$ cat src/pse_pkg.sv
// Shared types and constants for the sound-effect sequencer.
// No dependencies; every other file in src imports this package.
package pse_pkg;

  localparam int unsigned JOB_WRITES  = 11;
  localparam int unsigned QUEUE_DEPTH = 2;
  localparam int unsigned QUEUE_AW    = $clog2(QUEUE_DEPTH);

  typedef enum logic [1:0] {
    KIND_TICK    = 2'd0,
    KIND_TRIGGER = 2'd1,
    KIND_STOP    = 2'd2
  } kind_e;

  typedef enum logic [2:0] {
    FX_NONE      = 3'd0,
    FX_EXP_ENEMY = 3'd1,
    FX_EXP_SHIP  = 3'd2,
    FX_SHOT      = 3'd3,
    FX_BEEP      = 3'd4,
    FX_GAMEOVER  = 3'd5,
    FX_BOSSWARN  = 3'd6,
    FX_LEVELUP   = 3'd7
  } effect_e;

  // Sound generator register numbers.
  localparam logic [3:0] REG_TONE_A_LO = 4'd0;
  localparam logic [3:0] REG_TONE_A_HI = 4'd1;
  localparam logic [3:0] REG_TONE_B_LO = 4'd2;
  localparam logic [3:0] REG_TONE_B_HI = 4'd3;
  localparam logic [3:0] REG_TONE_C_LO = 4'd4;
  localparam logic [3:0] REG_TONE_C_HI = 4'd5;
  localparam logic [3:0] REG_NOISE     = 4'd6;
  localparam logic [3:0] REG_MIXER     = 4'd7;
  localparam logic [3:0] REG_VOL_A     = 4'd8;
  localparam logic [3:0] REG_VOL_B     = 4'd9;
  localparam logic [3:0] REG_VOL_C     = 4'd10;

  localparam logic [7:0] MIXER_ALL_OFF = 8'h3F;
  localparam logic [7:0] NOISE_IDLE    = 8'h1F;

  typedef struct packed {
    logic [1:0] kind;
    logic [2:0] effect;
  } in_t;

  typedef struct packed {
    logic [3:0] reg_addr;
    logic [7:0] reg_value;
    logic       last;
  } out_t;

  typedef struct packed {
    logic [3:0] addr;
    logic [7:0] value;
  } write_t;

  // One job: an ordered list of register writes, cnt of them valid.
  typedef struct packed {
    logic [3:0]                 cnt;
    write_t [JOB_WRITES-1:0]    w;
  } job_t;

endpackage

$ cat src/psg_sound_effect_sequencer_top.sv
// Top level of the three-channel sound-effect sequencer.
// Depends on pse_pkg, pse_front, pse_queue and pse_back.

// Each accepted input is a frame tick, an effect trigger or a stop-all. The
// front end takes one input per cycle whenever the job queue has room: a
// trigger only updates the channel state and produces no output, while a tick
// or a stop-all is turned in that same cycle into a complete list of register
// writes and pushed into a two-entry job queue. The serializer then delivers
// the list one write per cycle whenever the output is ready, through a
// registered output; a tick list holds 4 to 11 writes and a stop-all list
// exactly 11, and the output port is the only thing that sets the sustained
// rate. The last write of every list carries last set, which is the mixer
// word for a tick and the noise period for a stop-all. There are no
// configuration registers, and after reset all channels are idle.
module psg_sound_effect_sequencer_top (
  input  logic          clk_i,
  input  logic          rst_ni,
  input  logic          in_valid_i,
  output logic          in_ready_o,
  input  pse_pkg::in_t  in_data_i,
  output logic          out_valid_o,
  input  logic          out_ready_i,
  output pse_pkg::out_t out_data_o
);
  import pse_pkg::*;

  logic queue_full;
  logic push;
  logic pop;
  logic head_valid;
  job_t push_job;
  job_t head_job;

  // Front end: channel state and write-list construction.
  pse_front u_front (
    .clk_i        (clk_i),
    .rst_ni       (rst_ni),
    .in_valid_i   (in_valid_i),
    .in_ready_o   (in_ready_o),
    .in_data_i    (in_data_i),
    .queue_full_i (queue_full),
    .push_o       (push),
    .job_o        (push_job)
  );

  // Job queue that lets the front keep accepting while writes drain.
  pse_queue u_queue (
    .clk_i        (clk_i),
    .rst_ni       (rst_ni),
    .push_i       (push),
    .push_data_i  (push_job),
    .pop_i        (pop),
    .head_valid_o (head_valid),
    .head_o       (head_job),
    .full_o       (queue_full)
  );

  // Serializer: one register write per cycle while the output is ready.
  pse_back u_back (
    .clk_i        (clk_i),
    .rst_ni       (rst_ni),
    .head_valid_i (head_valid),
    .head_i       (head_job),
    .pop_o        (pop),
    .out_valid_o  (out_valid_o),
    .out_ready_i  (out_ready_i),
    .out_data_o   (out_data_o)
  );

  // The serializer only retires a job that is really in the queue.
  assert property (@(posedge clk_i) disable iff (!rst_ni) pop |-> head_valid)
    else $error("job popped from an empty queue");

  // Writes never address a register beyond the generator's last one.
  assert property (@(posedge clk_i) disable iff (!rst_ni)
    out_valid_o |-> out_data_o.reg_addr <= REG_VOL_C)
    else $error("write to a nonexistent generator register");

  // A list always ends in the mixer word (tick) or the noise period (stop-all).
  assert property (@(posedge clk_i) disable iff (!rst_ni)
    out_valid_o && out_data_o.last |->
      out_data_o.reg_addr == REG_MIXER || out_data_o.reg_addr == REG_NOISE)
    else $error("final write of a list has an unexpected register");

  // No job is pushed into a full queue.
  assert property (@(posedge clk_i) disable iff (!rst_ni) push |-> !queue_full)
    else $error("job pushed into a full queue");

endmodule

$ cat src/pse_front.sv
// Front end: accepts input items, holds the channel state and turns each
// tick or stop-all into a write list job. Depends on pse_pkg.
module pse_front (
  input  logic          clk_i,
  input  logic          rst_ni,
  input  logic          in_valid_i,
  output logic          in_ready_o,
  input  pse_pkg::in_t  in_data_i,
  input  logic          queue_full_i,
  output logic          push_o,
  output pse_pkg::job_t job_o
);
  import pse_pkg::*;

  typedef struct packed {
    logic [2:0]   cnt;
    write_t [3:0] w;
  } chan_t;

  localparam logic [7:0] EnemyNoise [5] = '{8'h04, 8'h07, 8'h0B, 8'h10, 8'h16};
  localparam logic [7:0] EnemyVol   [5] = '{8'd13, 8'd11, 8'd9, 8'd6, 8'd3};
  localparam logic [7:0] ShipTone   [7] = '{8'd220, 8'd180, 8'd150, 8'd120, 8'd90,
                                            8'd70, 8'd50};
  localparam logic [7:0] ShipVol    [7] = '{8'd15, 8'd14, 8'd12, 8'd10, 8'd8, 8'd6, 8'd4};
  localparam logic [7:0] ShipNoise  [7] = '{8'h04, 8'h06, 8'h08, 8'h0C, 8'h12, 8'h16,
                                            8'h1B};

  function automatic chan_t one_w(logic [3:0] a, logic [7:0] v);
    chan_t c;
    c          = '0;
    c.cnt      = 3'd1;
    c.w[0]     = '{addr: a, value: v};
    return c;
  endfunction

  function automatic chan_t tone_w(logic [3:0] lo_reg, logic [3:0] vol_reg,
                                   logic [7:0] lo, logic [7:0] hi, logic [7:0] vol);
    chan_t c;
    c      = '0;
    c.cnt  = 3'd3;
    c.w[0] = '{addr: lo_reg, value: lo};
    c.w[1] = '{addr: lo_reg + 4'd1, value: hi};
    c.w[2] = '{addr: vol_reg, value: vol};
    return c;
  endfunction

  effect_e    a_eff_q, b_eff_q, c_eff_q, a_eff_d, b_eff_d, c_eff_d;
  logic [4:0] a_frm_q, b_frm_q, c_frm_q, a_frm_d, b_frm_d, c_frm_d;
  effect_e    a_eff_nx, b_eff_nx, c_eff_nx;
  logic [4:0] a_frm_nx, b_frm_nx, c_frm_nx;
  chan_t      ch_a, ch_b, ch_c;
  logic       a_done, b_done, c_done, a_play, b_play, c_play;
  logic [7:0] mix;
  logic       accept;
  logic [3:0] n_b, n_c, n_m;
  job_t       tick_job, stop_job;

  assign in_ready_o = !queue_full_i;
  assign accept     = in_valid_i && in_ready_o;

  // Channel A: tone A and volume A.
  always_comb begin
    ch_a     = '0;
    a_eff_nx = a_eff_q;
    a_frm_nx = a_frm_q;
    a_done   = 1'b0;
    a_play   = 1'b1;
    case (a_eff_q)
      FX_BEEP: begin
        if (a_frm_q < 5'd2)       ch_a = tone_w(REG_TONE_A_LO, REG_VOL_A, 8'd239, 8'd0, 8'd15);
        else if (a_frm_q == 5'd2) ch_a = one_w(REG_VOL_A, 8'd0);
        else if (a_frm_q < 5'd5)  ch_a = tone_w(REG_TONE_A_LO, REG_VOL_A, 8'd190, 8'd0, 8'd15);
        else                      a_done = 1'b1;
      end
      FX_LEVELUP: begin
        if (a_frm_q < 5'd2)       ch_a = tone_w(REG_TONE_A_LO, REG_VOL_A, 8'd239, 8'd0, 8'd14);
        else if (a_frm_q < 5'd4)  ch_a = tone_w(REG_TONE_A_LO, REG_VOL_A, 8'd190, 8'd0, 8'd14);
        else if (a_frm_q < 5'd6)  ch_a = tone_w(REG_TONE_A_LO, REG_VOL_A, 8'd160, 8'd0, 8'd13);
        else if (a_frm_q < 5'd8)  ch_a = tone_w(REG_TONE_A_LO, REG_VOL_A, 8'd119, 8'd0, 8'd15);
        else if (a_frm_q < 5'd11) ch_a = tone_w(REG_TONE_A_LO, REG_VOL_A, 8'd119, 8'd0, 8'd7);
        else                      a_done = 1'b1;
      end
      FX_GAMEOVER: begin
        if (a_frm_q < 5'd24) ch_a = tone_w(REG_TONE_A_LO, REG_VOL_A, 8'd28, 8'd1, 8'd12);
        else                 a_done = 1'b1;
      end
      FX_BOSSWARN: begin
        if (a_frm_q < 5'd2)       ch_a = tone_w(REG_TONE_A_LO, REG_VOL_A, 8'd95, 8'd1, 8'd13);
        else if (a_frm_q == 5'd2) ch_a = tone_w(REG_TONE_A_LO, REG_VOL_A, 8'd60, 8'd1, 8'd11);
        else if (a_frm_q == 5'd3) ch_a = one_w(REG_VOL_A, 8'd0);
        else if (a_frm_q < 5'd6)  ch_a = tone_w(REG_TONE_A_LO, REG_VOL_A, 8'd95, 8'd1, 8'd9);
        else                      a_done = 1'b1;
      end
      default: begin
        ch_a   = one_w(REG_VOL_A, 8'd0);
        a_play = 1'b0;
      end
    endcase
    if (a_done) begin
      a_eff_nx = FX_NONE;
      a_frm_nx = 5'd0;
      ch_a     = one_w(REG_VOL_A, 8'd0);
    end else if (a_play) begin
      a_frm_nx = a_frm_q + 5'd1;
    end
  end

  // Channel B: tone B, volume B and the shared noise period.
  always_comb begin
    ch_b     = '0;
    b_eff_nx = b_eff_q;
    b_frm_nx = b_frm_q;
    b_done   = 1'b0;
    b_play   = 1'b1;
    case (b_eff_q)
      FX_EXP_ENEMY: begin
        if (b_frm_q < 5'd5) begin
          ch_b.cnt  = 3'd2;
          ch_b.w[0] = '{addr: REG_NOISE, value: EnemyNoise[b_frm_q[2:0]]};
          ch_b.w[1] = '{addr: REG_VOL_B, value: EnemyVol[b_frm_q[2:0]]};
        end else begin
          b_done = 1'b1;
        end
      end
      FX_EXP_SHIP: begin
        if (b_frm_q < 5'd7) begin
          ch_b      = tone_w(REG_TONE_B_LO, REG_VOL_B, ShipTone[b_frm_q[2:0]], 8'd0,
                             ShipVol[b_frm_q[2:0]]);
          ch_b.cnt  = 3'd4;
          ch_b.w[3] = '{addr: REG_NOISE, value: ShipNoise[b_frm_q[2:0]]};
        end else begin
          b_done = 1'b1;
        end
      end
      FX_BEEP: begin
        if (b_frm_q < 5'd2)       ch_b = tone_w(REG_TONE_B_LO, REG_VOL_B, 8'd190, 8'd0, 8'd12);
        else if (b_frm_q == 5'd2) ch_b = one_w(REG_VOL_B, 8'd0);
        else if (b_frm_q < 5'd5)  ch_b = tone_w(REG_TONE_B_LO, REG_VOL_B, 8'd159, 8'd0, 8'd12);
        else                      b_done = 1'b1;
      end
      FX_GAMEOVER: begin
        if (b_frm_q < 5'd24) ch_b = tone_w(REG_TONE_B_LO, REG_VOL_B, 8'd239, 8'd0, 8'd12);
        else                 b_done = 1'b1;
      end
      default: begin
        ch_b   = one_w(REG_VOL_B, 8'd0);
        b_play = 1'b0;
      end
    endcase
    if (b_done) begin
      b_eff_nx = FX_NONE;
      b_frm_nx = 5'd0;
      ch_b     = one_w(REG_VOL_B, 8'd0);
    end else if (b_play) begin
      b_frm_nx = b_frm_q + 5'd1;
    end
  end

  // Channel C: tone C and volume C.
  always_comb begin
    ch_c     = '0;
    c_eff_nx = c_eff_q;
    c_frm_nx = c_frm_q;
    c_done   = 1'b0;
    c_play   = 1'b1;
    case (c_eff_q)
      FX_SHOT: begin
        if (c_frm_q == 5'd0)      ch_c = tone_w(REG_TONE_C_LO, REG_VOL_C, 8'd160, 8'd0, 8'd9);
        else if (c_frm_q == 5'd1) ch_c = tone_w(REG_TONE_C_LO, REG_VOL_C, 8'd112, 8'd0, 8'd4);
        else                      c_done = 1'b1;
      end
      FX_GAMEOVER: begin
        if (c_frm_q < 5'd24) ch_c = tone_w(REG_TONE_C_LO, REG_VOL_C, 8'd190, 8'd0, 8'd12);
        else                 c_done = 1'b1;
      end
      default: begin
        ch_c   = one_w(REG_VOL_C, 8'd0);
        c_play = 1'b0;
      end
    endcase
    if (c_done) begin
      c_eff_nx = FX_NONE;
      c_frm_nx = 5'd0;
      ch_c     = one_w(REG_VOL_C, 8'd0);
    end else if (c_play) begin
      c_frm_nx = c_frm_q + 5'd1;
    end
  end

  // The mixer word reflects the effects as they stand after this tick.
  always_comb begin
    mix = MIXER_ALL_OFF;
    if (a_eff_nx == FX_GAMEOVER || b_eff_nx == FX_GAMEOVER || c_eff_nx == FX_GAMEOVER) begin
      mix = mix & ~8'h07;
    end else if (a_eff_nx == FX_LEVELUP) begin
      mix = mix & ~8'h01;
    end else if (a_eff_nx == FX_BEEP || b_eff_nx == FX_BEEP) begin
      mix = mix & ~8'h03;
    end else begin
      if (a_eff_nx != FX_NONE) mix = mix & ~8'h01;
      if (b_eff_nx == FX_EXP_ENEMY)     mix = mix & ~8'h10;
      else if (b_eff_nx == FX_EXP_SHIP) mix = mix & ~8'h12;
      else if (b_eff_nx != FX_NONE)     mix = mix & ~8'h02;
      if (c_eff_nx == FX_SHOT) mix = mix & ~8'h04;
    end
  end

  // Pack the channel write lists back to back, mixer last.
  always_comb begin
    tick_job = '0;
    n_b      = {1'b0, ch_a.cnt};
    n_c      = n_b + {1'b0, ch_b.cnt};
    n_m      = n_c + {1'b0, ch_c.cnt};
    for (int i = 0; i < 4; i++) begin
      if (3'(i) < ch_a.cnt) tick_job.w[4'(i)] = ch_a.w[i];
    end
    for (int i = 0; i < 4; i++) begin
      if (3'(i) < ch_b.cnt) tick_job.w[n_b + 4'(i)] = ch_b.w[i];
    end
    for (int i = 0; i < 4; i++) begin
      if (3'(i) < ch_c.cnt) tick_job.w[n_c + 4'(i)] = ch_c.w[i];
    end
    tick_job.w[n_m] = '{addr: REG_MIXER, value: mix};
    tick_job.cnt    = n_m + 4'd1;
  end

  always_comb begin
    stop_job       = '0;
    stop_job.cnt   = 4'(JOB_WRITES);
    stop_job.w[0]  = '{addr: REG_MIXER,     value: MIXER_ALL_OFF};
    stop_job.w[1]  = '{addr: REG_VOL_A,     value: 8'd0};
    stop_job.w[2]  = '{addr: REG_VOL_B,     value: 8'd0};
    stop_job.w[3]  = '{addr: REG_VOL_C,     value: 8'd0};
    stop_job.w[4]  = '{addr: REG_TONE_A_LO, value: 8'd0};
    stop_job.w[5]  = '{addr: REG_TONE_A_HI, value: 8'd0};
    stop_job.w[6]  = '{addr: REG_TONE_B_LO, value: 8'd0};
    stop_job.w[7]  = '{addr: REG_TONE_B_HI, value: 8'd0};
    stop_job.w[8]  = '{addr: REG_TONE_C_LO, value: 8'd0};
    stop_job.w[9]  = '{addr: REG_TONE_C_HI, value: 8'd0};
    stop_job.w[10] = '{addr: REG_NOISE,     value: NOISE_IDLE};
  end

  always_comb begin
    a_eff_d = a_eff_q;  a_frm_d = a_frm_q;
    b_eff_d = b_eff_q;  b_frm_d = b_frm_q;
    c_eff_d = c_eff_q;  c_frm_d = c_frm_q;
    push_o  = 1'b0;
    job_o   = tick_job;
    if (accept) begin
      case (in_data_i.kind)
        KIND_TICK: begin
          a_eff_d = a_eff_nx;  a_frm_d = a_frm_nx;
          b_eff_d = b_eff_nx;  b_frm_d = b_frm_nx;
          c_eff_d = c_eff_nx;  c_frm_d = c_frm_nx;
          push_o  = 1'b1;
        end
        KIND_TRIGGER: begin
          case (in_data_i.effect)
            FX_EXP_ENEMY, FX_EXP_SHIP: begin
              b_eff_d = effect_e'(in_data_i.effect);
              b_frm_d = 5'd0;
            end
            FX_SHOT: begin
              c_eff_d = FX_SHOT;
              c_frm_d = 5'd0;
            end
            FX_BEEP, FX_GAMEOVER: begin
              a_eff_d = effect_e'(in_data_i.effect);
              a_frm_d = 5'd0;
              b_eff_d = effect_e'(in_data_i.effect);
              b_frm_d = 5'd0;
            end
            FX_BOSSWARN, FX_LEVELUP: begin
              a_eff_d = effect_e'(in_data_i.effect);
              a_frm_d = 5'd0;
            end
            default: begin
            end
          endcase
        end
        KIND_STOP: begin
          a_eff_d = FX_NONE;  a_frm_d = 5'd0;
          b_eff_d = FX_NONE;  b_frm_d = 5'd0;
          c_eff_d = FX_NONE;  c_frm_d = 5'd0;
          push_o  = 1'b1;
          job_o   = stop_job;
        end
        default: begin
        end
      endcase
    end
  end

  always_ff @(posedge clk_i or negedge rst_ni) begin
    if (!rst_ni) begin
      a_eff_q <= FX_NONE;  a_frm_q <= 5'd0;
      b_eff_q <= FX_NONE;  b_frm_q <= 5'd0;
      c_eff_q <= FX_NONE;  c_frm_q <= 5'd0;
    end else begin
      a_eff_q <= a_eff_d;  a_frm_q <= a_frm_d;
      b_eff_q <= b_eff_d;  b_frm_q <= b_frm_d;
      c_eff_q <= c_eff_d;  c_frm_q <= c_frm_d;
    end
  end

endmodule

$ cat src/pse_queue.sv
// Small register queue of write-list jobs between front end and serializer.
// Depends on pse_pkg.
module pse_queue (
  input  logic          clk_i,
  input  logic          rst_ni,
  input  logic          push_i,
  input  pse_pkg::job_t push_data_i,
  input  logic          pop_i,
  output logic          head_valid_o,
  output pse_pkg::job_t head_o,
  output logic          full_o
);
  import pse_pkg::*;

  job_t                    mem_q [QUEUE_DEPTH];
  logic [QUEUE_AW-1:0]     wr_q, wr_d, rd_q, rd_d;
  logic [QUEUE_AW:0]       cnt_q, cnt_d;

  assign head_valid_o = (cnt_q != '0);
  assign full_o       = (cnt_q == (QUEUE_AW+1)'(QUEUE_DEPTH));
  assign head_o       = mem_q[rd_q];

  always_comb begin
    wr_d  = push_i ? wr_q + 1'b1 : wr_q;
    rd_d  = pop_i  ? rd_q + 1'b1 : rd_q;
    cnt_d = cnt_q;
    if (push_i && !pop_i) cnt_d = cnt_q + 1'b1;
    else if (!push_i && pop_i) cnt_d = cnt_q - 1'b1;
  end

  always_ff @(posedge clk_i or negedge rst_ni) begin
    if (!rst_ni) begin
      wr_q  <= '0;
      rd_q  <= '0;
      cnt_q <= '0;
    end else begin
      wr_q  <= wr_d;
      rd_q  <= rd_d;
      cnt_q <= cnt_d;
    end
  end

  always_ff @(posedge clk_i) begin
    if (push_i) begin
      mem_q[wr_q] <= push_data_i;
    end
  end

endmodule

$ cat src/pse_back.sv
// Serializer: walks the head job one register write per cycle, while the
// output is ready, into an output register. Depends on pse_pkg.
module pse_back (
  input  logic          clk_i,
  input  logic          rst_ni,
  input  logic          head_valid_i,
  input  pse_pkg::job_t head_i,
  output logic          pop_o,
  output logic          out_valid_o,
  input  logic          out_ready_i,
  output pse_pkg::out_t out_data_o
);
  import pse_pkg::*;

  logic [3:0] idx_q, idx_d;
  logic       valid_q, valid_d;
  out_t       data_q, data_d;
  logic       load, is_last;
  write_t     cur;

  assign load    = !valid_q || out_ready_i;
  assign cur     = head_i.w[idx_q];
  assign is_last = (idx_q == head_i.cnt - 4'd1);
  assign pop_o   = load && head_valid_i && is_last;

  always_comb begin
    idx_d   = idx_q;
    valid_d = valid_q;
    data_d  = data_q;
    if (load) begin
      valid_d = head_valid_i;
      if (head_valid_i) begin
        data_d = '{reg_addr: cur.addr, reg_value: cur.value, last: is_last};
        idx_d  = is_last ? 4'd0 : idx_q + 4'd1;
      end
    end
  end

  always_ff @(posedge clk_i or negedge rst_ni) begin
    if (!rst_ni) begin
      idx_q   <= 4'd0;
      valid_q <= 1'b0;
    end else begin
      idx_q   <= idx_d;
      valid_q <= valid_d;
    end
  end

  always_ff @(posedge clk_i) begin
    data_q <= data_d;
  end

  assign out_valid_o = valid_q;
  assign out_data_o  = data_q;

endmodule

$ cat config.mk
export PLATFORM = sky130hd
export DESIGN_NAME = psg_sound_effect_sequencer_top
export DESIGN_NICKNAME = d
export VERILOG_FILES = /design/src/pse_pkg.sv /design/src/psg_sound_effect_sequencer_top.sv /design/src/pse_front.sv /design/src/pse_queue.sv /design/src/pse_back.sv
export SDC_FILE = /design/constraint.sdc
export NUM_CORES = 1
export LEC_CHECK = 0
export BUFFER_PORTS_ARGS = -buffer_cell sky130_fd_sc_hd__buf_2
export CORE_ASPECT_RATIO = 0.6
export CORE_MARGIN = 5
export CORE_UTILIZATION = 55
export DETAILED_ROUTE_END_ITERATION = 8
export HOLD_SLACK_MARGIN = 0.15
export PLACE_DENSITY = 0.71
export SLEW_MARGIN = 20
export SYNTH_ARGS = -nofsm -noshare
export SYNTH_HDL_FRONTEND = slang
export SYNTH_HIERARCHICAL = 1
export SYNTH_SLANG_ARGS = --single-unit
$ cat constraint.sdc
create_clock -name clk_i -period 8.7 [get_ports clk_i]
set_clock_uncertainty 0.1 [all_clocks]
set_input_delay 1.74 -clock clk_i [delete_from_list [all_inputs] [get_ports clk_i]]
set_output_delay 1.74 -clock clk_i [all_outputs]
set_load 0.03 [all_outputs]
==> flow_summary.toml, run 1 <==
[drt]
drtAntennaViolNets = 0
drc_errors = 0
post_drt_wl_per_cell_um = 30.45
drtIter0Drc = 2663
vias = 15288
vias_per_cell = 7.068
first_pass_iters = 7
postRouteWirelength_mm = 65.85

[yosys]
syn_avg_cell_area_um2 = 11.01
synth_top_family_by_area = "compound AO/OA/AOI/OAI gates"
synthAdderAreaFrac_pct = 2.537
ys_types = 94
ys_seq_area_share_pct = 49.95
synth_xor_area_share_pct = 1.192
synth_compound_area_share_pct = 16.72
synth_area_um2 = 18790
synth_edf_count = 285
synthCells = 1707
synth-async-reset-ratio_pct = 10.38
ys_warn_count = 6
ys.flop_type = "edfxtp_1"
synth_mux_area_share_pct = 12.17
synth-simple-area-share_pct = 12.97
ys_ff_latch = 318

[timing]
period_needed_ps = 6822
layout_setup_ws_ps = 1878
max_freq_mhz = 146.6
slew_headroom_pct = 18.36
report.final.hold_viol_count = 0
post-route-period-util_pct = 78.41
setup_violations = 0
slew_violations = 0
tns_ps = 0
worst_pin_slew_ps = 1219
rsz0062_at_grt = "no"

[place]
dp_cells = 2104
hpwlAfterDp_mm = 47.59
pre_cts_slack_ps = 2133
port_buffers = 23
gp_congestion = 1.081

[run_status]
status = "finished clean"

[final_layout]
synthToLayoutAreaGrowth_pct = 6.800
multiInputGateArea_um2 = 8632
final_nets = 1723
layout-drive-gt1-share_pct = 16.68
fillCellCount = 2805
final-seq-area_um2 = 9389
instances_no_fill = 2163

[power]
finalPower_mw = 8.737
p_leak_nw = 7.014
irDropWorstVdd_mv = 0.2720
clkPwrFrac_pct = 15.3
power_frac_seq_pct = 29.0
switching_share_pct = 48.71
p_int_mw = 4.481
p_per_area_nw_per_um2 = 435.4
power_switching_mw = 4.256
p_comb_share_pct = 55.7

[grt]
grt.overflow.total = 0
grt_pass1_wl_mm = 96.06
antenna_found_initial = 5
grt_pass1_vias = 13936
grt_max_degree = 137
grt_util_all_layers_pct = 33.55

[clock_network]
htreeDepth = 1
ctsResizeCount = 0
cts_buffer_depth = 3
ctsRootBufferMaster = "clkbuf_16"
cts_hold_buf = 0
clk_pin_slew_ps = 60
cts_tree = "built"
cts_setup_buffers = 0
cts_sinks = 318
cts_made_buffers = 31
clk_latency_ps = 610

[die]
die-height_um = 153.2
ioPinCount = 24
placementRows = 52
die_w_um = 248.6
initial_core_util_pct = 55.74
core_area_um2 = 33700
fp.dieArea_um2 = 38080

[setup_path]
worstSetupPathType = "reg -> reg"
critPathBufInv = 2
r2r_cells = 17
worst_ep_arrival_time_ps = 7090
start_kind = "register"
worstPathMaxFanout = 17
crit_path_end_kind = "register"
slowest_stage = "dfrtp_1"
required_ps = 8960
cpLargestDelayFamily = "simple AND/OR/NAND/NOR gates"
slowest_delay_ps = 700
cp.depth = 17
path_cells = "inv_1 > ha_1 > o21ai_0 > and4_1 > nor2_1 > nand2_1 > fa_1 > clkinv_1 > a21oi_1 > or2_2 > ha_1 > nand2_1 > xnor2_1 > nor3_1 > o21ai_1 > nand4_1 > o32ai_1"

[hold_path]
hold_path_depth = 1
min_path_type = "reg -> reg"

[flow_run]
max_cap_violations = 0
layout by cell type, fill, tap and decap left out, types with 32 or more instances in the layout:
cell type	count
nor3_1	36
ha_1	34
a31oi_1	41
nand3_1	76
o21ai_0	93
edfxtp_1	285
mux2i_1	32
nor2_1	116
nand2_1	145
mux2_2	140
a21oi_1	117
inv_1	34
cell families (layout without fill, tap and decap cells):
logic type	after synthesis	count (layout)
AND/OR/NAND/NOR	503	503
AO/OA/AOI/OAI	477	477
flip-flops	318	318
multiplexers	192	192
buffers and inverters	154	145
adder cells (fa/ha/maj)	37	37
XOR/XNOR	24	24
other	2	8
synth_stat cells (8+ instances only):
library cell  number  area (µm²)
dfrtp_1           33       825.8
nand3_1           76       380.4
nand4_1           15       93.84
buf_6             13       146.4
ha_1              34       425.4
xor2_1             9       78.83
o31ai_1           12       90.09
o311ai_0           8       70.07
inv_1             34       127.6
o21ai_0           94       470.5
a22oi_1           16       120.1
buf_2             21       105.1
and2_1            18       112.6
nor2_1           117       439.2
clkbuf_1          65       244.0
edfxtp_1         285        8558
o211ai_1          22       165.2
nor3_1            37       185.2
a211oi_1          12       90.09
a21o_1            11       82.58
o21ai_1           17       85.08
nor2b_1           14       87.58
mux2_1             8       90.09
a21oi_1          117       585.6
or3_1              8       50.05
o22ai_1           14       87.58
mux2i_1           32       320.3
clkbuf_8          10       137.6
nand2b_1          12       75.07
a31oi_1           41       256.5
o221ai_1          23       201.4
nand2_1          145       544.3
or2_2             10       62.56
o21a_1            10       75.07
mux2_2           140        1577
and3_1            17       106.4
xnor2_1           14       122.6
mux4_1             8       210.2
final cells by class:
type / instances / share of cell area (%)
clock inverter: 21 / 0.9541
multi-input combinational: 1240 / 43.02
antenna: 1 / 0.01247
timing repair buffer: 52 / 1.721
sequential: 318 / 46.79
clock buffer: 37 / 3.979
inverter: 35 / 0.6548
tap: 459 / 2.862
registers in the layout (all words and copies together) (netlist names):
name	cells
u_queue/rd_q	1
u_front/a_eff_q	3
u_queue/mem_q	272
u_queue/wr_q	1
u_front/a_frm_q	5
u_back/idx_q	4
u_back/out_data_o	13
u_front/b_frm_q	5
u_front/c_frm_q	5
u_back/out_valid_o	1
u_front/b_eff_q	3
u_queue/cnt_q	2
u_front/c_eff_q	3
power by group through the flow:
stage               sequential, mW  combinational, mW  clock, mW
floorplan                     2.49               3.04          0
global placement              2.54               4.51          0
detailed placement            2.56               4.54          0
finish                        2.53               4.86       1.34
CTS                           2.53               4.56       1.35
global route                  2.56               5.04       1.43
stage by stage:
stage	util (%)	hold WS, ps	cell area (µm²)
6_report	59.53	402.6	20060
5_1_grt	59.53	406.7	20060
4_1_cts	59.53	398.7	20060
3_5_place_dp	56.59	389.8	19070
3_3_place_gp	56.56	367.6	19060
2_1_floorplan	-	347.4	18810
metal layers:
| layer | track usage, % | part of all wire [%] | vias up |
|---|---|---|---|
| met5 | 0 | 0.030 | - |
| met3 | 14.37 | 17 | 145 |
| met4 | 7.456 | 2.7 | 2 |
| met2 | 41.13 | 37 | 1161 |
| li1 | - | - | 6497 |
| met1 | 53.79 | 43 | 7483 |
worst paths after layout:
| check | from | to | slack, ps |
|---|---|---|---|
| max | u_front/b_frm_q[0] | u_queue/mem_q[0][40] | 1880 |
| min | u_queue/cnt_q[1] | u_queue/cnt_q[1] | 400 |
| max reg2reg | u_front/b_frm_q[0] | u_queue/mem_q[0][40] | 1880 |
| min reg2reg | u_queue/cnt_q[1] | u_queue/cnt_q[1] | 400 |
| max in group asynchronous | rst_ni | u_queue/rd_q | 6640 |
| min in group asynchronous | rst_ni | u_front/b_frm_q[1] | 1150 |
Power figures use the tool's default switching activity.
==> run 2, diff against run 1 <==
==> constraint.sdc (replaced) <==
create_clock -name clk_i -period 6.4 [get_ports clk_i]
set_clock_uncertainty 0.1 [all_clocks]
set_input_delay 1.28 -clock clk_i [delete_from_list [all_inputs] [get_ports clk_i]]
set_output_delay 1.28 -clock clk_i [all_outputs]
set_load 0.03 [all_outputs]
==> run 2 against run 1 <==
  * Die area unchanged
  * Final area increased by 1.1%
  * Critical endpoint is now u_queue/mem_q[0][26]
  * Largest cell class unchanged
  * Core utilization increased by 0.68 points
  * Global-route usage increased by 0.69 points
  * Non-clock buffer count increased by 23
==> flow_summary.toml, run 2 (synthesized netlist as in run 1, its figures left out) <==
[run_status]
status = "finished clean"

[drt]
postRouteWirelength_mm = 67.72
drtIter0Drc = 2524
first_pass_iters = 6
drc_errors = 0
post_drt_wl_per_cell_um = 31.05
vias_per_cell = 6.992
drtAntennaViolNets = 0
vias = 15250

[power]
p_per_area_nw_per_um2 = 596.4
p_leak_nw = 7.152
finalPower_mw = 12.10
irDropWorstVdd_mv = 0.4820

[grt]
antenna_found_initial = 3
grt_pass1_vias = 13815
grt.overflow.total = 0
grt_pass1_wl_mm = 97.33
grt_max_degree = 137
grt_util_all_layers_pct = 34.24

[place]
dp_cells = 2126
hpwlAfterDp_mm = 49.67
pre_cts_slack_ps = 196.1
gp_congestion = 1.141
port_buffers = 23

[final_layout]
largest_register_ffs = 272
fillCellCount = 2796
layout-drive-gt1-share_pct = 18.29
final_cell_mix = "edfxtp_1 (285), nand2_1 (144), mux2_2 (140)"
instances_no_fill = 2181
final_core_util_pct = 60.21
layout_commonest_cell = "edfxtp_1"
largest-register = "u_queue/mem_q"
top_regs = "u_queue/mem_q: 272 flops, u_back/out_data_o: 13 flops"
diodes = 0
final-seq-area_um2 = 9389
synthToLayoutAreaGrowth_pct = 8.012
multiInputGateArea_um2 = 8650
final_nets = 1744

[hold_path]
min_path_type = "reg -> reg"

[clock_network]
ctsRootBufferMaster = "clkbuf_16"
cts_buffer_depth = 3
cts_setup_buffers = 0
htreeDepth = 1
cts_made_buffers = 29
clk_pin_slew_ps = 70
clk_latency_ps = 580
cts_hold_buf = 0
cts_sinks = 318
ctsResizeCount = 0
cts_tree = "built"

[setup_path]
slowest_stage = "o311ai_2"
worstPathMaxFanout = 14
rrSetupSlack_ps = 340
slowest_delay_ps = 730
critPathBufInv = 3
required_ps = 6620
start_kind = "register"
path_cells = "ha_1 > a21oi_1 > o2111ai_1 > nand2_1 > nor2_1 > inv_1 > fa_2 > inv_1 > fa_1 > inv_1 > o311ai_2 > nand3_2 > o21ai_0 > o22ai_1 > a211oi_1"
cpLargestDelayFamily = "compound AO/OA/AOI/OAI gates"
worst_ep_arrival_time_ps = 6280
crit_path_end_kind = "register"
worstSetupPathType = "reg -> reg"
cp_common_cell = "inv_1"

[timing]
slew_headroom_pct = 23.11
post-route-period-util_pct = 94.73
max_freq_mhz = 164.9
tns_ps = 0
period_needed_ps = 6063
slew_violations = 0
setup_violations = 0
rsz0062_at_grt = "no"
layout_setup_ws_ps = 337.2
report.final.hold_viol_count = 0
worst_pin_slew_ps = 1141

[die]
placementRows = 52
initial_core_util_pct = 55.74
fp.dieArea_um2 = 38080
die_w_um = 248.6
ioPinCount = 24
die-height_um = 153.2
core_area_um2 = 33700

[flow_run]
max_cap_violations = 0
[run 2: layout make-up]
type	instances	area share (%)
tap	459	2.830
clock buffer	35	3.786
inverter	35	0.6474
clock inverter	19	1.159
multi-input combinational	1240	42.63
sequential	318	46.27
timing repair buffer	75	2.682
[run 2: metal layers]
metal  GRT usage, %  vias to the layer above  share of wire (%)
met5              0                        -              0.040
met4          5.093                        4                2.0
met3          15.34                      119                 16
met2          42.69                     1027                 37
met1          54.87                     7559                 45
li1               -                     6541                  -
[run 2: metrics by stage]
stage	cell area [µm²]	hold WS (ps)
2_1_floorplan	18810	347.4
3_3_place_gp	19240	366.3
3_5_place_dp	19250	394.5
4_1_cts	20260	407.0
5_1_grt	20290	415.7
6_report	20290	397.4
[run 2: worst paths after layout]
kind / startpoint / to / cells past startpoint
hold reg to reg: u_queue/cnt_q[1] / u_queue/cnt_q[1] / 1
setup reg to reg: u_front/a_frm_q[0] / u_queue/mem_q[0][26] / 15
hold / removal: u_queue/cnt_q[1] / u_queue/cnt_q[1] / 1
min in group asynchronous: rst_ni / u_front/b_eff_q[0] / 1
max in group asynchronous: rst_ni / u_queue/rd_q / 1
setup / recovery: u_front/a_frm_q[0] / u_queue/mem_q[0][26] / 15
[run 2: worst register-to-register path: stages (launching register included)]
cell and delay (ps):
dfrtp_1 580, ha_1 320, a21oi_1 100, o2111ai_1 320, nand2_1 140, nor2_1 500
inv_1 170, fa_2 610, inv_1 270, fa_1 450, inv_1 230, o311ai_2 730
nand3_2 440, o21ai_0 240, o22ai_1 100, a211oi_1 500
[run 2: power breakdown]
| part | leakage, nW | total [mW] | internal (mW) | switching [mW] |
|---|---|---|---|---|
| Clock | 0.487 | 1.84 | 1.03 | 0.809 |
| Sequential | 3.10 | 3.41 | 3.12 | 0.291 |
| Combinational | 3.57 | 6.85 | 2.10 | 4.75 |
==> run 3, diff against run 2 <==
--- a/config.mk
+++ b/config.mk
@@ -5,10 +5,12 @@
 export SDC_FILE = /design/constraint.sdc
 export NUM_CORES = 1
 export LEC_CHECK = 0
+export ABC_AREA = 1
 export BUFFER_PORTS_ARGS = -buffer_cell sky130_fd_sc_hd__buf_2
 export CORE_ASPECT_RATIO = 0.6
 export CORE_MARGIN = 5
 export CORE_UTILIZATION = 55
+export CTS_CLUSTER_DIAMETER = 30
 export DETAILED_ROUTE_END_ITERATION = 8
 export HOLD_SLACK_MARGIN = 0.15
 export PLACE_DENSITY = 0.71
==> run 3 against run 2 <==
  * Non-clock buffer count shrank 40
  * Global-route usage shrank 3.9 points
  * Maximum frequency grew 27%
  * Critical path depth is the same
  * Final area grew 2.5%
  * Largest cell class unchanged
==> flow_summary.toml, run 3 <==
[run_status]
status = "finished clean"

[hold_path]
hold_path_depth = 2
min_path_type = "reg -> reg"

[yosys]
yosysMostFrequentCell = "nand2_1"
syn_avg_cell_area_um2 = 9.063
synth_edf_count = 285
ys_seq_area_share_pct = 49.57
ys.flop_type = "edfxtp_1"
synth_common_cells = "nand2_1 (480), edfxtp_1 (285), nand3_1 (203)"
synth_top_area_share_pct = 45.21
ys_types = 53
synth_top_area_cell = "edfxtp_1"
synth_area_um2 = 18930
ys_warn_count = 6
ys_ff_latch = 318
synthCells = 2089
synth-async-reset-ratio_pct = 10.38
synth_area_leaders = "edfxtp_1 (45%), nand2_1 (9.5%), mux2_2 (8.1%), nand3_1 (5.4%), dfrtp_1 (4.4%)"

[setup_path]
r2r_cells = 15
slowest_delay_ps = 690
cp.depth = 15
critPathBufInv = 2
worstPathMaxFanout = 19
start_kind = "register"
worst_ep_arrival_time_ps = 4960
worstSetupPathType = "reg -> reg"
required_ps = 6610
slowest_stage = "dfrtp_1"
path_cells = "nand2_1 > nand3_2 > nor2_1 > nand2_1 > nand2_1 > inv_1 > nand2_1 > fa_1 > inv_1 > fa_1 > ha_1 > nand2_1 > nand2_1 > nand2_1 > o21a_1"
crit_path_end_kind = "register"
cpLargestDelayFamily = "simple AND/OR/NAND/NOR gates"
cp_common_cell = "nand2_1"

[drt]
drtAntennaViolNets = 0
first_pass_iters = 8
post_drt_wl_per_cell_um = 22.88
vias_per_cell = 6.054
drtIter0Drc = 2295
vias = 15735
postRouteWirelength_mm = 59.47
drc_errors = 0

[final_layout]
largest-register = "u_queue/mem_q"
largest_register_ffs = 272
layout-drive-gt1-share_pct = 17.02
final_cell_mix = "nand2_1 (480), edfxtp_1 (285), nand3_1 (203)"
synthToLayoutAreaGrowth_pct = 9.834
final_nets = 2148
top_regs = "u_queue/mem_q: 272 flops, u_back/out_data_o: 13 flops"
layout_commonest_cell = "nand2_1"

[die]
initial_core_util_pct = 55.96
placementRows = 52
die_w_um = 249.5
ioPinCount = 24
core_area_um2 = 33830
die-height_um = 153.7
fp.dieArea_um2 = 38350

[timing]
setup_violations = 0
rsz0062_at_grt = "no"
slew_violations = 0
period_needed_ps = 4757
slew_headroom_pct = 29.80
max_freq_mhz = 210.2
post-route-period-util_pct = 74.32
worst_pin_slew_ps = 1049
tns_ps = 0
report.final.hold_viol_count = 0

[clock_network]
ctsResizeCount = 0
htreeDepth = 2
cts_tree = "built"
cts_buffer_depth = 3
cts_setup_buffers = 0
clk_latency_ps = 560
clk_pin_slew_ps = 50
cts_made_buffers = 44
ctsRootBufferMaster = "clkbuf_16"
cts_hold_buf = 0
cts_sinks = 318

[grt]
grt_util_all_layers_pct = 30.35
grt.overflow.total = 0
grt_pass1_vias = 14465
grt_pass1_wl_mm = 89.62
grt_max_degree = 121
antenna_found_initial = 2

[flow_run]
max_cap_violations = 0

[place]
gp_congestion = 1.113
hpwlAfterDp_mm = 42.46
port_buffers = 23
-- run 3: cell types whose count changed in the layout (fill, tap and decap cells not counted), moves of 28 or more --
| cell | previous run | this run |
|---|---|---|
| nand2_1 | 144 | 480 |
| inv_1 | 34 | 190 |
| nand3_1 | 74 | 203 |
| nor2_1 | 116 | 190 |
| buf_4 | 47 | 11 |
| mux2i_1 | 32 | 0 |
| a31oi_1 | 40 | 12 |
-- run 3: layer usage --
layer  global-route usage, %  part of all wire (%)  routed length, µm  vias to the layer above
met3                   10.96                    15               9012                       89
met4                   5.039                   1.5                871                        4
li1                        -                     -                  -                     7151
met5                       0                 0.030                 18                        -
met2                   39.85                    38              22810                     1032
met1                   48.43                    45              26760                     7459
-- run 3: cells by family (layout without fill, tap and decap cells) --
logic type	Yosys count	count (layout)	share of synthesized area, %
buf+inv	291	336	7.052
simple gates	1002	1002	23.94
other cells	2	8	0.03967
mux	136	136	8.089
fa+ha+maj	36	36	2.459
xor+xnor	11	11	0.5089
flops	318	318	49.57
compound gates	293	293	8.340
-- run 3: area by class of cell --
type                    count  area (µm²)
diodes                      1       2.502
clock inverters            34       391.6
inverters                 219       834.6
fillers                  2920       13040
flip-flops and latches    318        9389
clock buffers              48        1137
well taps                 459       574.3
multi-input cells        1485        8247
repair buffers             35       217.7
-- run 3: path summary, 6_finish.rpt --
kind / endpoint / slack (ps) / startpoint
setup / recovery: u_queue/mem_q[1][62] / 1640 / u_front/b_frm_q[2]
hold / removal: u_queue/cnt_q[1] / 390 / u_queue/cnt_q[1]
setup reg to reg: u_queue/mem_q[1][62] / 1640 / u_front/b_frm_q[2]
hold reg to reg: u_queue/cnt_q[1] / 390 / u_queue/cnt_q[1]
max in group asynchronous: u_queue/rd_q / 4820 / rst_ni
min in group asynchronous: u_front/b_eff_q[1] / 730 / rst_ni
-- run 3: worst register-to-register path: stages (launching register included) --
cell	delay (ps)
dfrtp_1	690
nand2_1	200
nand3_2	200
nor2_1	80
nand2_1	170
nand2_1	170
inv_1	180
nand2_1	130
fa_1	650
inv_1	120
fa_1	620
ha_1	310
nand2_1	370
nand2_1	300
nand2_1	80
o21a_1	130
-- run 3: metrics by stage --
step | utilization [%] | hold slack, ps | setup WS [ps] | instance area, µm² | std cells
after floorplan | - | 341.7 | 409.5 | 18950 | 2094
after global placement | 56.93 | 358.1 | 1855 | 19260 | 2516
after detailed placement | 56.93 | 372.1 | 1781 | 19260 | 2516
after CTS | 61.45 | 387.3 | 1765 | 20790 | 2598
after global routing | 61.45 | 439.5 | 1261 | 20790 | 2598
final | 61.46 | 385.6 | 1643 | 20790 | 2599
Power of run 3 is left out: the tool's default activity adds up to more than one toggle a clock period on the data nets, which glitch-free logic cannot reach.
